[src/rtl/tte_pkg.sv]
`default_nettype none
package tte_pkg;

    typedef struct packed {
        logic               home_set;
        logic               tracking_started;
        logic [15:0]        distance_m;
        logic signed [15:0] height_m;
        logic [15:0]        heading_tenths;
    } in_t;

    typedef struct packed {
        logic [7:0] out_byte;
        logic       last;
    } out_t;

    localparam logic [7:0] CH_D     = 8'd68;
    localparam logic [7:0] CH_H     = 8'd72;
    localparam logic [7:0] CH_A     = 8'd65;
    localparam logic [7:0] CH_HASH  = 8'd35;
    localparam logic [7:0] CH_X     = 8'd88;
    localparam logic [7:0] CH_STAR  = 8'd42;
    localparam logic [7:0] CH_MINUS = 8'd45;
    localparam logic [7:0] CH_NL    = 8'd10;
    localparam logic [3:0] CH_DIGIT_HI = 4'h3;

    // x / 10 == (x * 52429) >> 19, exact for every 16-bit x
    localparam logic [15:0] DIV10_MUL   = 16'd52429;
    localparam int          DIV10_SHIFT = 19;
    localparam logic [15:0] HEAD_MAX    = 16'd3599;

    localparam int DIG_DEPTH = 5;

    typedef enum logic [1:0] {
        SRC_DIST,
        SRC_HMAG,
        SRC_AZ,
        SRC_SUM
    } src_t;

    typedef enum logic [4:0] {
        ST_IDLE,
        ST_HASH,
        ST_X,
        ST_D,
        ST_CONV_DIST,
        ST_EMIT_DIST,
        ST_H,
        ST_MINUS,
        ST_CONV_H,
        ST_EMIT_H,
        ST_A,
        ST_CONV_A,
        ST_EMIT_A,
        ST_STAR,
        ST_CONV_SUM,
        ST_EMIT_SUM,
        ST_NL
    } state_t;

    typedef struct packed {
        logic       capture;
        logic       emit;
        logic       emit_digit;
        logic [7:0] emit_char;
        logic       emit_last;
        logic       sum_clr;
        logic       sum_add;
        logic       conv_load;
        src_t       conv_src;
        logic       conv_step;
    } cmd_t;

    typedef struct packed {
        logic in_home;
        logic in_trk;
        logic out_free;
        logic neg;
        logic conv_last;
        logic dig_one;
    } sts_t;

endpackage
`default_nettype wire

[src/rtl/tte_datapath.sv]
`default_nettype none
module tte_datapath (
    input  wire logic          aclk,
    input  wire logic          aresetn,
    input  wire tte_pkg::in_t  s_data,
    input  wire tte_pkg::cmd_t cmd,
    output tte_pkg::sts_t      sts,
    output logic               m_valid,
    input  wire logic          m_ready,
    output tte_pkg::out_t      m_data
);

    localparam int DCNT_W = $clog2(tte_pkg::DIG_DEPTH + 1);

    logic [15:0] dist_reg, hgt_reg, head_reg;
    logic [15:0] v_reg, v_next;
    logic [7:0]  sum_reg, sum_next;
    logic [3:0]  dig_reg [tte_pkg::DIG_DEPTH];
    logic [3:0]  dig_next [tte_pkg::DIG_DEPTH];
    logic [DCNT_W-1:0] dcnt_reg, dcnt_next;
    logic        m_valid_reg, m_valid_next;
    tte_pkg::out_t m_data_reg;

    logic [31:0] prod;
    logic [12:0] quo;
    logic [15:0] quo10, rem16;
    logic [11:0] head_c;
    logic [27:0] az_prod;
    logic [8:0]  az;
    logic [15:0] hmag;
    logic [15:0] load_val;
    logic [7:0]  byte_out;

    // one decimal digit per step, least significant first
    assign prod  = 32'(v_reg) * 32'(tte_pkg::DIV10_MUL);
    assign quo   = prod[31:tte_pkg::DIV10_SHIFT];
    assign quo10 = {quo, 3'b000} + {2'b00, quo, 1'b0};
    assign rem16 = v_reg - quo10;

    assign head_c  = (head_reg > tte_pkg::HEAD_MAX) ? tte_pkg::HEAD_MAX[11:0] : head_reg[11:0];
    assign az_prod = 28'(head_c) * 28'(tte_pkg::DIV10_MUL);
    assign az      = az_prod[27:tte_pkg::DIV10_SHIFT];
    assign hmag    = hgt_reg[15] ? 16'(~hgt_reg + 16'd1) : hgt_reg;

    always_comb begin
        unique case (cmd.conv_src)
            tte_pkg::SRC_DIST: load_val = dist_reg;
            tte_pkg::SRC_HMAG: load_val = hmag;
            tte_pkg::SRC_AZ:   load_val = {7'd0, az};
            tte_pkg::SRC_SUM:  load_val = {8'd0, sum_reg};
            default:           load_val = dist_reg;
        endcase
    end

    assign byte_out = cmd.emit_digit ? {tte_pkg::CH_DIGIT_HI, dig_reg[0]} : cmd.emit_char;

    always_comb begin
        v_next    = v_reg;
        dcnt_next = dcnt_reg;
        for (int i = 0; i < tte_pkg::DIG_DEPTH; i++) begin
            dig_next[i] = dig_reg[i];
        end
        if (cmd.conv_load) begin
            v_next = load_val;
        end else if (cmd.conv_step) begin
            // push: newest (more significant) digit sits on top
            v_next      = {3'd0, quo};
            dig_next[0] = rem16[3:0];
            for (int i = 1; i < tte_pkg::DIG_DEPTH; i++) begin
                dig_next[i] = dig_reg[i-1];
            end
            dcnt_next = dcnt_reg + DCNT_W'(1);
        end
        if (cmd.emit && cmd.emit_digit) begin
            for (int i = 0; i < tte_pkg::DIG_DEPTH - 1; i++) begin
                dig_next[i] = dig_reg[i+1];
            end
            dcnt_next = dcnt_reg - DCNT_W'(1);
        end
    end

    always_comb begin
        sum_next = sum_reg;
        if (cmd.emit && cmd.sum_clr) begin
            sum_next = byte_out;
        end else if (cmd.emit && cmd.sum_add) begin
            sum_next = sum_reg + byte_out;
        end
    end

    always_comb begin
        m_valid_next = m_valid_reg;
        if (cmd.emit) begin
            m_valid_next = 1'b1;
        end else if (m_ready) begin
            m_valid_next = 1'b0;
        end
    end

    always_ff @(posedge aclk) begin
        if (!aresetn) begin
            m_valid_reg <= 1'b0;
            dcnt_reg    <= '0;
        end else begin
            m_valid_reg <= m_valid_next;
            dcnt_reg    <= dcnt_next;
        end
    end

    always_ff @(posedge aclk) begin
        if (cmd.capture) begin
            dist_reg <= s_data.distance_m;
            hgt_reg  <= s_data.height_m;
            head_reg <= s_data.heading_tenths;
        end
        if (cmd.emit) begin
            m_data_reg.out_byte <= byte_out;
            m_data_reg.last     <= cmd.emit_last;
        end
        v_reg   <= v_next;
        sum_reg <= sum_next;
        for (int i = 0; i < tte_pkg::DIG_DEPTH; i++) begin
            dig_reg[i] <= dig_next[i];
        end
    end

    assign m_valid = m_valid_reg;
    assign m_data  = m_data_reg;

    assign sts.in_home   = s_data.home_set;
    assign sts.in_trk    = s_data.tracking_started;
    assign sts.out_free  = !m_valid_reg || m_ready;
    assign sts.neg       = hgt_reg[15];
    assign sts.conv_last = (quo == 13'd0);
    assign sts.dig_one   = (dcnt_reg == DCNT_W'(1));

endmodule
`default_nettype wire

[src/rtl/tte_ctrl.sv]
`default_nettype none
module tte_ctrl (
    input  wire logic          aclk,
    input  wire logic          aresetn,
    input  wire logic          s_valid,
    output logic               s_ready,
    input  wire tte_pkg::sts_t sts,
    output tte_pkg::cmd_t      cmd
);

    tte_pkg::state_t state_reg, state_next;
    logic fix_reg, fix_next;

    always_ff @(posedge aclk) begin
        if (!aresetn) begin
            state_reg <= tte_pkg::ST_IDLE;
            fix_reg   <= 1'b0;
        end else begin
            state_reg <= state_next;
            fix_reg   <= fix_next;
        end
    end

    always_comb begin
        state_next    = state_reg;
        fix_next      = fix_reg;
        s_ready       = 1'b0;
        cmd           = '0;
        cmd.conv_src  = tte_pkg::SRC_DIST;
        unique case (state_reg)
            tte_pkg::ST_IDLE: begin
                s_ready     = 1'b1;
                cmd.capture = s_valid;
                if (s_valid) begin
                    if (!sts.in_home && !sts.in_trk) begin
                        fix_next   = 1'b0;
                        state_next = tte_pkg::ST_HASH;
                    end else if (sts.in_home && !sts.in_trk && !fix_reg) begin
                        fix_next   = 1'b1;
                        state_next = tte_pkg::ST_X;
                    end else if (fix_reg) begin
                        state_next = tte_pkg::ST_D;
                    end
                end
            end
            tte_pkg::ST_HASH: begin
                cmd.emit_char = tte_pkg::CH_HASH;
                cmd.emit_last = 1'b1;
                if (sts.out_free) begin
                    cmd.emit   = 1'b1;
                    state_next = tte_pkg::ST_IDLE;
                end
            end
            tte_pkg::ST_X: begin
                cmd.emit_char = tte_pkg::CH_X;
                cmd.emit_last = 1'b1;
                if (sts.out_free) begin
                    cmd.emit   = 1'b1;
                    state_next = tte_pkg::ST_IDLE;
                end
            end
            tte_pkg::ST_D: begin
                cmd.emit_char = tte_pkg::CH_D;
                cmd.sum_clr   = 1'b1;
                cmd.conv_src  = tte_pkg::SRC_DIST;
                if (sts.out_free) begin
                    cmd.emit      = 1'b1;
                    cmd.conv_load = 1'b1;
                    state_next    = tte_pkg::ST_CONV_DIST;
                end
            end
            tte_pkg::ST_CONV_DIST: begin
                cmd.conv_step = 1'b1;
                if (sts.conv_last) begin
                    state_next = tte_pkg::ST_EMIT_DIST;
                end
            end
            tte_pkg::ST_EMIT_DIST: begin
                cmd.emit_digit = 1'b1;
                cmd.sum_add    = 1'b1;
                if (sts.out_free) begin
                    cmd.emit = 1'b1;
                    if (sts.dig_one) begin
                        state_next = tte_pkg::ST_H;
                    end
                end
            end
            tte_pkg::ST_H: begin
                cmd.emit_char = tte_pkg::CH_H;
                cmd.sum_add   = 1'b1;
                cmd.conv_src  = tte_pkg::SRC_HMAG;
                if (sts.out_free) begin
                    cmd.emit      = 1'b1;
                    cmd.conv_load = 1'b1;
                    state_next    = sts.neg ? tte_pkg::ST_MINUS : tte_pkg::ST_CONV_H;
                end
            end
            tte_pkg::ST_MINUS: begin
                cmd.emit_char = tte_pkg::CH_MINUS;
                cmd.sum_add   = 1'b1;
                if (sts.out_free) begin
                    cmd.emit   = 1'b1;
                    state_next = tte_pkg::ST_CONV_H;
                end
            end
            tte_pkg::ST_CONV_H: begin
                cmd.conv_step = 1'b1;
                if (sts.conv_last) begin
                    state_next = tte_pkg::ST_EMIT_H;
                end
            end
            tte_pkg::ST_EMIT_H: begin
                cmd.emit_digit = 1'b1;
                cmd.sum_add    = 1'b1;
                if (sts.out_free) begin
                    cmd.emit = 1'b1;
                    if (sts.dig_one) begin
                        state_next = tte_pkg::ST_A;
                    end
                end
            end
            tte_pkg::ST_A: begin
                cmd.emit_char = tte_pkg::CH_A;
                cmd.sum_add   = 1'b1;
                cmd.conv_src  = tte_pkg::SRC_AZ;
                if (sts.out_free) begin
                    cmd.emit      = 1'b1;
                    cmd.conv_load = 1'b1;
                    state_next    = tte_pkg::ST_CONV_A;
                end
            end
            tte_pkg::ST_CONV_A: begin
                cmd.conv_step = 1'b1;
                if (sts.conv_last) begin
                    state_next = tte_pkg::ST_EMIT_A;
                end
            end
            tte_pkg::ST_EMIT_A: begin
                cmd.emit_digit = 1'b1;
                cmd.sum_add    = 1'b1;
                if (sts.out_free) begin
                    cmd.emit = 1'b1;
                    if (sts.dig_one) begin
                        state_next = tte_pkg::ST_STAR;
                    end
                end
            end
            tte_pkg::ST_STAR: begin
                // checksum is final here; '*' itself is not summed
                cmd.emit_char = tte_pkg::CH_STAR;
                cmd.conv_src  = tte_pkg::SRC_SUM;
                if (sts.out_free) begin
                    cmd.emit      = 1'b1;
                    cmd.conv_load = 1'b1;
                    state_next    = tte_pkg::ST_CONV_SUM;
                end
            end
            tte_pkg::ST_CONV_SUM: begin
                cmd.conv_step = 1'b1;
                if (sts.conv_last) begin
                    state_next = tte_pkg::ST_EMIT_SUM;
                end
            end
            tte_pkg::ST_EMIT_SUM: begin
                cmd.emit_digit = 1'b1;
                if (sts.out_free) begin
                    cmd.emit = 1'b1;
                    if (sts.dig_one) begin
                        state_next = tte_pkg::ST_NL;
                    end
                end
            end
            tte_pkg::ST_NL: begin
                cmd.emit_char = tte_pkg::CH_NL;
                cmd.emit_last = 1'b1;
                if (sts.out_free) begin
                    cmd.emit   = 1'b1;
                    state_next = tte_pkg::ST_IDLE;
                end
            end
            default: begin
                state_next = tte_pkg::ST_IDLE;
            end
        endcase
    end

endmodule
`default_nettype wire

[src/rtl/tracker_telemetry_frame_encoder.sv]
`default_nettype none
// '#' or 'X' is registered on m_data from its output state after the word is
// accepted, once the output is free; the next word is taken back in idle.
// A frame converts each number one divide-by-ten step a cycle and then emits its
// digits and marks, up to 22 bytes; the next word is taken only after the newline.
// An m_ready stall on an emitted byte holds the sequence.
// aresetn (synchronous, active low) clears the fix flag, the state, m_valid and the digit count.
module tracker_telemetry_frame_encoder (
    input  wire logic          aclk,
    input  wire logic          aresetn,
    input  wire logic          s_valid,
    output logic               s_ready,
    input  wire tte_pkg::in_t  s_data,
    output logic               m_valid,
    input  wire logic          m_ready,
    output tte_pkg::out_t      m_data
);

    tte_pkg::cmd_t ctl_cmd;
    tte_pkg::sts_t dp_sts;

    // Controller: decides '#', 'X', frame or no output per word, holds the fix flag,
    // and sequences D / H / '-' / A / '*' / newline and the digit groups.
    tte_ctrl u_ctrl (
        .aclk    (aclk),
        .aresetn (aresetn),
        .s_valid (s_valid),
        .s_ready (s_ready),
        .sts     (dp_sts),
        .cmd     (ctl_cmd)
    );

    // Datapath: field capture, decimal converter (reciprocal multiply),
    // digit stack, running checksum and the output word register.
    tte_datapath u_dp (
        .aclk    (aclk),
        .aresetn (aresetn),
        .s_data  (s_data),
        .cmd     (ctl_cmd),
        .sts     (dp_sts),
        .m_valid (m_valid),
        .m_ready (m_ready),
        .m_data  (m_data)
    );

endmodule
`default_nettype wire
[config.mk]
export PLATFORM = sky130hd
export DESIGN_NAME = tracker_telemetry_frame_encoder
export DESIGN_NICKNAME = d
export VERILOG_FILES = /design/src/rtl/tte_pkg.sv /design/src/rtl/tte_datapath.sv /design/src/rtl/tte_ctrl.sv /design/src/rtl/tracker_telemetry_frame_encoder.sv
export SDC_FILE = /design/constraint.sdc
export NUM_CORES = 1
export LEC_CHECK = 0
export BUFFER_PORTS_ARGS = -buffer_cell sky130_fd_sc_hd__buf_2
export CAP_MARGIN = 20
export CORE_MARGIN = 2
export CORE_UTILIZATION = 54
export CTS_CLUSTER_SIZE = 25
export DETAILED_ROUTE_END_ITERATION = 10
export GPL_ROUTABILITY_DRIVEN = 0
export GPL_TIMING_DRIVEN = 0
export PLACE_DENSITY_LB_ADDON = 0.05
export SLEW_MARGIN = 15
export SYNTH_ARGS = -nofsm -noshare
export SYNTH_HDL_FRONTEND = slang
export SYNTH_SLANG_ARGS = --single-unit
[constraint.sdc]
create_clock -name aclk -period 12.4 [get_ports aclk]
set_clock_uncertainty 0.15 [all_clocks]
set_input_delay 0.62 -clock aclk [delete_from_list [all_inputs] [get_ports aclk]]
set_output_delay 0.62 -clock aclk [all_outputs]
set_load 0.02 [all_outputs]
* After elaboration in Yosys (flattened, before gate mapping) *
Memory sizes are Yosys's and may differ from the RTL's.
Cells that the tools add are included.

word-level totals
  flip-flop bits (word level) = 91
  bits in latches = 0
  RAM bits = 20
  memory bits (read-only) = 0
  logic and storage cells = 143
  memories kept = 1

cells by class
  $add $sub $neg = 6
  $mul = 2
  div/mod/pow operators = 0
  $lt $le $gt $ge = 1
  equality and inequality tests = 41
  shifts and indexed selects = 0
  multiplexer cells = 53
  bitwise operators = 1
  reductions and logical operators = 27

memories
  name          words  bits a word  rd ports  clocked after memory_dff  write ports  RTL line            text
  u_dp.dig_reg  5      4            5         0                         5            tte_datapath.sv:18  logic [3:0] dig_reg [tte_pkg::DIG_DEPTH];

operators with widths
  operator                number
  $mux 5                  22
  $pmux 5 s15             1
  $mux 16                 4
  $pmux 16 s4             1
  $pmux 7 s8              1
  $eq 5x4->1 const B      8
  $mux 20                 2
  $ne 2x2->1 const B      18
  $mul 16x16->32 const B  1
  $mul 12x16->28 const B  1
  $eq 5x3->1 const B      4
  $reduce_and 20->1       1
  $add 16x1->16 const B   1
  $gt 16x12->1 const B    1
  $mux 8                  2
  $not 16->16             1
  $logic_not 13->1        1
  $mux 1                  13
  $mux 12                 1
  $pmux 3 s4              1
  $reduce_or 12->1        1
  $eq 5x2->1 const B      2
  $reduce_bool 2->1       5
  $mux 3                  3
  other kinds (24)        35

* Longest topological paths before layout *
Gate-level depths: netlist of run 1.

  depth after elaboration = 7
  depth in mapped cells = 26

* Modules after synthesis *
A second synthesis of run 1 with hierarchy kept.

second synthesis, totals
  cell total of the unflattened synthesis = 1212
  area total of the unflattened synthesis = 12782.3 µm²

by module, submodules not included
  module        times used  cells an instance  area an instance (µm²)  sequential area each (µm²)
  tte_datapath  1           1082               11850.1                 3113.0
  tte_ctrl      1           130                932.1                   120.1

* Worst setup path after synthesis of run 1 *
OpenSTA, ideal clock, no wires.

  kind = reg-to-reg
  start = register u_dp.v_reg[1]
  end = register u_ctrl.state_reg[0]
  setup time = 0.088 ns
  arrival = 5.996 ns
  data required time = 12.162 ns
  path slack = 6.166 ns
  cell stages (with the launch flop) = 22
  clock period less this slack = 6.234 ns
  cell sequence = edfxtp_1 -> ha_1 -> inv_1 -> fa_1 -> inv_1 -> fa_1 -> fa_1 -> inv_1 -> fa_1 -> fa_1 -> inv_1 -> ha_1 -> a21oi_1 -> o21ai_1 -> a211o_1 -> o21ai_0 -> o21ai_1 -> a2111oi_0 -> o221ai_1 -> and4b_1 -> nor3_1 -> a311oi_2

on the way
  word-level cells in the longest chain between the ends = 4
  elaborated cells on any way between the ends = 7
  classes of those cells = mul: 1; eq/ne: 4; reduce/logical: 2

RTL lines
  what                                  RTL line             text
  start, declared                       tte_datapath.sv:16   logic [15:0] v_reg, v_next;
  start signal, assigned                tte_datapath.sv:120  v_reg <= v_next;
  $mul 16x16->32 *                      tte_datapath.sv:35   assign prod = 32'(v_reg) * 32'(tte_pkg::DIV10_MUL);
  $logic_not 13->1 *                    tte_datapath.sv:134  assign sts.conv_last = (quo == 13'd0);
  $ne 2x2->1 (no source line)           -
  $reduce_and 20->1 (no source line) *  -
  end signal, assigned                  tte_ctrl.sv:16       state_reg <= tte_pkg::ST_IDLE;
  end signal, assigned                  tte_ctrl.sv:19       state_reg <= state_next;
  end, declared                         tte_ctrl.sv:11       tte_pkg::state_t state_reg, state_next;

Every way passes the cells marked *; elsewhere a longest branch is shown, timed or not.
A chain may end at the register's enable or synchronous reset.

* Worst setup path after layout of run 1 *
  start = register u_dp.v_reg[3]
  end = register u_ctrl.state_reg[4]

The elaborated chain is that of the path after synthesis.

==> results of run 1 <==
[cells in the final DEF, fill, tap and decap left out, drive strengths merged, types with 5 or more instances in the layout]
master   instances
inv            285
ha             218
fa             124
edfxtp         100
buf             70
nand2           65
a21oi           55
nor2            51
o21ai           50
clkbuf          29
xnor2           28
nand2b          20
nor3            17
xor2            16
a21o            15
and2            14
a22o            13
o21a            12
nand3           11
a31oi           11
dfxtp           10
nor2b            8
or3              8
nand4            7
a211oi           7
o31ai            7
a2111oi          7
or2              6
a22oi            6
a222oi           6
o21bai           5
and3             5
nor4             5
mux2i            5
[kinds of logic (layout without fill, tap and decap cells)]
group	count (synthesis)	after routing
simple gates	225	225
mux	6	6
buf+inv	307	388
xor+xnor	44	44
compound gates	233	233
other cells	1	1
fa+ha+maj	342	342
flops	110	110
[worst max-delay path: cells and delay by family, from the launching register on]
family	cells	cell delay, ns
flops	1	0.57
fa+ha+maj	7	3.43
buf+inv	4	0.27
compound gates	6	2.26
mux	1	0.20
simple gates	3	0.70
[metal layers]
| metal | global-route usage | up-vias |
|---|---|---|
| met1 | 0.339 | 4292 |
| li1 | - | 4453 |
| met3 | 0.0248 | 30 |
| met4 | 0.0584 | 0 |
| met2 | 0.399 | 220 |
| met5 | 0 | - |
[final timing paths]
| kind | slack (ns) | to | cells past startpoint |
|---|---|---|---|
| worst max register to register | 4.75 | u_ctrl.state_reg[4] | 21 |
| worst min-delay path | 0.27 | u_dp.dist_reg[4] | 1 |
| worst min register to register | 0.31 | u_dp.dig_reg[0][17] | 0 |
| worst max-delay path | 4.75 | u_ctrl.state_reg[4] | 21 |
[per-stage QoR]
step | util | instance area [µm²] | instances
finish | 0.591 | 13800 | 1668
global route | 0.591 | 13800 | 1668
CTS | 0.591 | 13700 | 1668
detailed placement | 0.578 | 13400 | 1652
global placement | 0.577 | 13400 | 1650
floorplan | - | 12700 | 1268
[area by class of cell]
type	count	area (µm²)	share of cell area
Buffer	25	101	0.00737
Clock buffer	9	225	0.0164
Clock inverter	7	75.1	0.00546
Inverter	282	1060	0.0770
Multi-Input combinational cell	851	8350	0.607
Sequential cell	110	3200	0.233
Tap cell	319	399	0.0290
Timing Repair Buffer	65	340	0.0247
==> qor.yml, run 1 <==
status: "finished clean"
syn_area_um2: 12700
clockBufferDepth: 2
fillers: 2080
ant_nets: 0
synth.most_common_cell: "inv_1"
layout_setup_ws_ns: 4.75
cts-htree-levels: 3
crit_start: "u_dp.v_reg[3]"
crit_chain: "ha_1, inv_1, fa_1, inv_1, fa_1, fa_1, inv_1, fa_1, fa_1, inv_1, ha_1, nand2_1, o21ai_1, a211o_1, o21ai_0, o21ai_1, a2111oi_0, o221ai_1, nand4b_1, nand2_1, mux2i_1"
synthesis.nets: 1664
wl_met2_um: 13100
synth-edff-count: 100
endpoint_kind: "flop"
yosysUniqueCellTypes: 71
avgViaCountPerCell: 5.39
holdWs_ns: 0.270
rsz0062_at_grt: "false"
report.final.slew_viol_count: 0
gr-total-overflow: 0
cp.required_ns: 12.54
synth_xor_area_frac: 0.0303
hp-class: "in2reg"
grt_max_degree: 35
synthMuxAreaShare: 0.00483
root_buffer: "clkbuf_16"
hold_violations: 0
largest_reg_flops: 20
cp_common_cell: "fa_1"
timing.rr.start: "u_dp.v_reg[3]"
min_from: "s_data[36]"
grt_pass1_vias: 9080
synth_top_area_share: 0.236
io_buffers: 63
synth_common_cells: "inv_1 (281), ha_1 (218), fa_1 (124), edfxtp_1 (100), nand2_1 (65)"
dr.first_iter.drc_count: 446
synth-simple-area-share: 0.0867
synth-seq-area-share: 0.252
grt_pass1_wl_um: 46000
tritoncts: "yes"
dp_hpwl_um: 23700
drtPass1Iterations: 5
setup_viol: 0
worst_pin_slew_ns: 1.05
worstSetupPathType: "reg2reg"
synthTopCellsByArea: "edfxtp_1 (24%), ha_1 (21%), fa_1 (20%)"
layout_min_cycle_time_ns: 7.65
start_util: 0.546
yosys.area.top_type: "edfxtp_1"
finalSetupTns_ns: 0
slowest_delay_ns: 0.96
crit_arrival_ns: 7.78
io_pins: 65
ys_ff_latch: 110
core-area_um2: 23300
syn_avg_cell_area_um2: 10.0
grt_antenna_before_repair: 0
diodes: 0
cts_resized: 0
wl_met3_um: 1050
cp-start-kind: "flop"
cts_num_sinks: 110
drv_cap: 0
async_flop_share: 0
ys.flop_type: "edfxtp_1"
timing.fmax_mhz: 131
topRoutingLayerUsed: "met4"
fin_crit_sh: 0.617
cts_inserted_buffers: 9
synth_compound_area_frac: 0.124
route.detailed.drc: 0
layout-drive-gt1-share: 0.0764
area_delta_synth_final_pct: 8.28
clkTransAtPathRegs_ns: 0.09
wire_per_inst_um: 16.7
vias: 8995
rows: 56
syn-instance-count: 1268
insertion_delay_ns: 0.37
yosysWarnings: 0
cts_hold_buf: 0
final_nets: 1740
globalRouteTotalUtil: 0.240
wl_met1_um: 13200
cts_setup_buffers: 0
synth_fa_ha_area_frac: 0.410
fp.dieArea_um2: 24800
worstPathMaxFanout: 6
die_w_um: 157
dp_slack_ns: 4.83
fp.dieH_um: 157
relSlewSlack: 0.279
routed_wl_um: 27900
synth_top_family_by_area: "adder cells"
worst_path_max_delay_cell: "a2111oi_0"
Power of run 1 is left out: the tool's default activity adds up to more than one toggle a clock period on the data nets, which glitch-free logic cannot reach.
==> run 2: changes to the inputs <==
Clock period 12.4 ns to 7.75 ns, I/O delays scaled along.
==> qor.yml, run 2 (synthesis gave the netlist of run 1 again) <==
status: "finished clean"
grt_pass1_vias: 9080  # unchanged
report.final.slew_viol_count: 0  # unchanged
core-area_um2: 23300  # unchanged
worst_pin_slew_ns: 1.06  # +0.00713 ns
vias: 8992  # -0.033%
endpoint_kind: "flop"
hp-class: "in2reg"
grt_max_degree: 35  # unchanged
worstPathMaxFanout: 6  # unchanged
cp-start-kind: "flop"
min_from: "s_data[36]"
crit_arrival_ns: 7.61  # -0.17 ns
tritoncts: "yes"
gr-total-overflow: 0  # unchanged
r2r_setup_slack_ns: 0.28  # -4.47 ns
relSlewSlack: 0.287  # +0.00797
drtPass1Iterations: 5  # unchanged
slowest_delay_ns: 0.77  # -0.19 ns
grt_pass1_wl_um: 46000  # unchanged
layout-drive-gt1-share: 0.0764  # unchanged
hold_violations: 0  # unchanged
start_util: 0.546  # unchanged
timing.rr.start: "u_dp.v_reg[3]"
cp_common_cell: "fa_1"
rsz0062_at_grt: "false"
wire_per_inst_um: 16.7  # about the same
clkTransAtPathRegs_ns: 0.09  # about the same
setup_viol: 0  # unchanged
routed_wl_um: 27900  # about the same
root_buffer: "clkbuf_16"
worst_path_max_delay_cell: "a2111oi_1"
critical_path_buf_inv_count: 4  # unchanged
globalRouteTotalUtil: 0.240  # unchanged
fp.dieArea_um2: 24800  # unchanged
route.detailed.drc: 0  # unchanged
fillers: 2079  # -0.048%
crit_chain: "ha_1, inv_1, fa_1, inv_1, fa_1, fa_1, inv_1, fa_1, fa_1, inv_1, ha_1, nand2_1, o21ai_1, a211o_1, o21ai_0, o21ai_1, a2111oi_1, o221ai_1, nand4b_1, nand2_1, mux2i_1"
min_to: "u_dp.dist_reg[4]"
grt_antenna_before_repair: 0  # unchanged
timing.fmax_mhz: 134  # +2.4%
worstSetupPathType: "reg2reg"
critical-path-top-delay-family: "adder cells"
fin_crit_sh: 0.964  # +0.347
register_area_um2: 3200  # unchanged
final_cell_mix: "inv_1 (281), ha_1 (218), fa_1 (124)"
r2r_end: "u_ctrl.state_reg[4]"
mostFrequentLayoutCell: "inv_1"
cts-htree-levels: 3  # unchanged
cp.depth: 21  # unchanged
die_w_um: 157  # unchanged
cts_inserted_buffers: 9  # unchanged
finalSetupTns_ns: 0  # unchanged
multi_input_area_um2: 8350  # about the same
final_nets: 1740  # unchanged
rows: 56  # unchanged
hold_depth: 1  # unchanged
clockBufferDepth: 2  # unchanged
cts_num_sinks: 110  # unchanged
area_delta_synth_final_pct: 8.29  # about the same
io_pins: 65  # unchanged
insertion_delay_ns: 0.37  # about the same
avgViaCountPerCell: 5.39  # about the same
largest_reg_flops: 20  # unchanged
ant_nets: 0  # unchanged
drv_cap: 0  # unchanged
fp.dieH_um: 157  # unchanged
diodes: 0  # unchanged
dr.first_iter.drc_count: 445  # -0.22%
io_buffers: 63  # unchanged
r2r_cells: 21  # unchanged
dp_hpwl_um: 23700  # unchanged
cts_hold_buf: 0  # unchanged
layout_min_cycle_time_ns: 7.47  # -0.179 ns
cp.required_ns: 7.88  # -4.66 ns
-- run 2: per-stage QoR --
stage          hold slack, ns  setup slack (ns)  utilization  cells  area (µm²)
6_report               0.0376             0.280        0.591   1668       13800
5_1_grt                0.0285            0.0488        0.591   1668       13800
3_5_place_dp            0.293             0.181        0.578   1652       13400
2_1_floorplan           0.277              1.52            -   1268       12700
4_1_cts                0.0277             0.150        0.591   1668       13700
3_3_place_gp            0.311             0.214        0.577   1650       13400
-- run 2: worst reg2reg max path, cell delays in order, from the launching register on --
cell and delay [ns]:
edfxtp_1 0.56, ha_1 0.44, inv_1 0.08, fa_1 0.54
inv_1 0.06, fa_1 0.50, fa_1 0.54, inv_1 0.06
fa_1 0.52, fa_1 0.57, inv_1 0.07, ha_1 0.32
nand2_1 0.15, o21ai_1 0.14, a211o_1 0.33, o21ai_0 0.37
o21ai_1 0.26, a2111oi_1 0.77, o221ai_1 0.22, nand4b_1 0.30
nand2_1 0.25, mux2i_1 0.20
-- run 2: area by class of cell --
type | count | share of cell area
multi-input combinational | 851 | 0.607
sequential | 110 | 0.233
inverter | 282 | 0.0770
tap | 319 | 0.0290
timing repair buffer | 65 | 0.0247
clock buffer | 9 | 0.0164
buffer | 25 | 0.00737
clock inverter | 7 | 0.00546
-- run 2: worst max-delay path by stage --
stage / end / from / slack [ns]
floorplan: u_ctrl.state_reg[0] / u_dp.v_reg[1] / 1.52
global placement: u_ctrl.state_reg[4] / u_dp.v_reg[3] / 0.21
detailed placement: u_ctrl.state_reg[4] / u_dp.v_reg[3] / 0.18
CTS: u_ctrl.state_reg[4] / u_dp.v_reg[3] / 0.15
global route: u_ctrl.state_reg[4] / u_dp.v_reg[1] / 0.05
finish: u_ctrl.state_reg[4] / u_dp.v_reg[3] / 0.28
-- run 2: layer usage --
metal  wire length, µm  GRT usage  part of all wire
met1             13200      0.339              0.47
met5                 0          0                 0
met4               533     0.0584             0.019
met3              1040     0.0248             0.037
met2             13100      0.399              0.47
-- run 2: timing repair --
item	in CTS	in global routing
setup buffers	0	0
resized for setup	0	1
hold endpoints to repair	0	0
setup endpoints to repair	0	5
Power of run 2 is left out for the same reason.
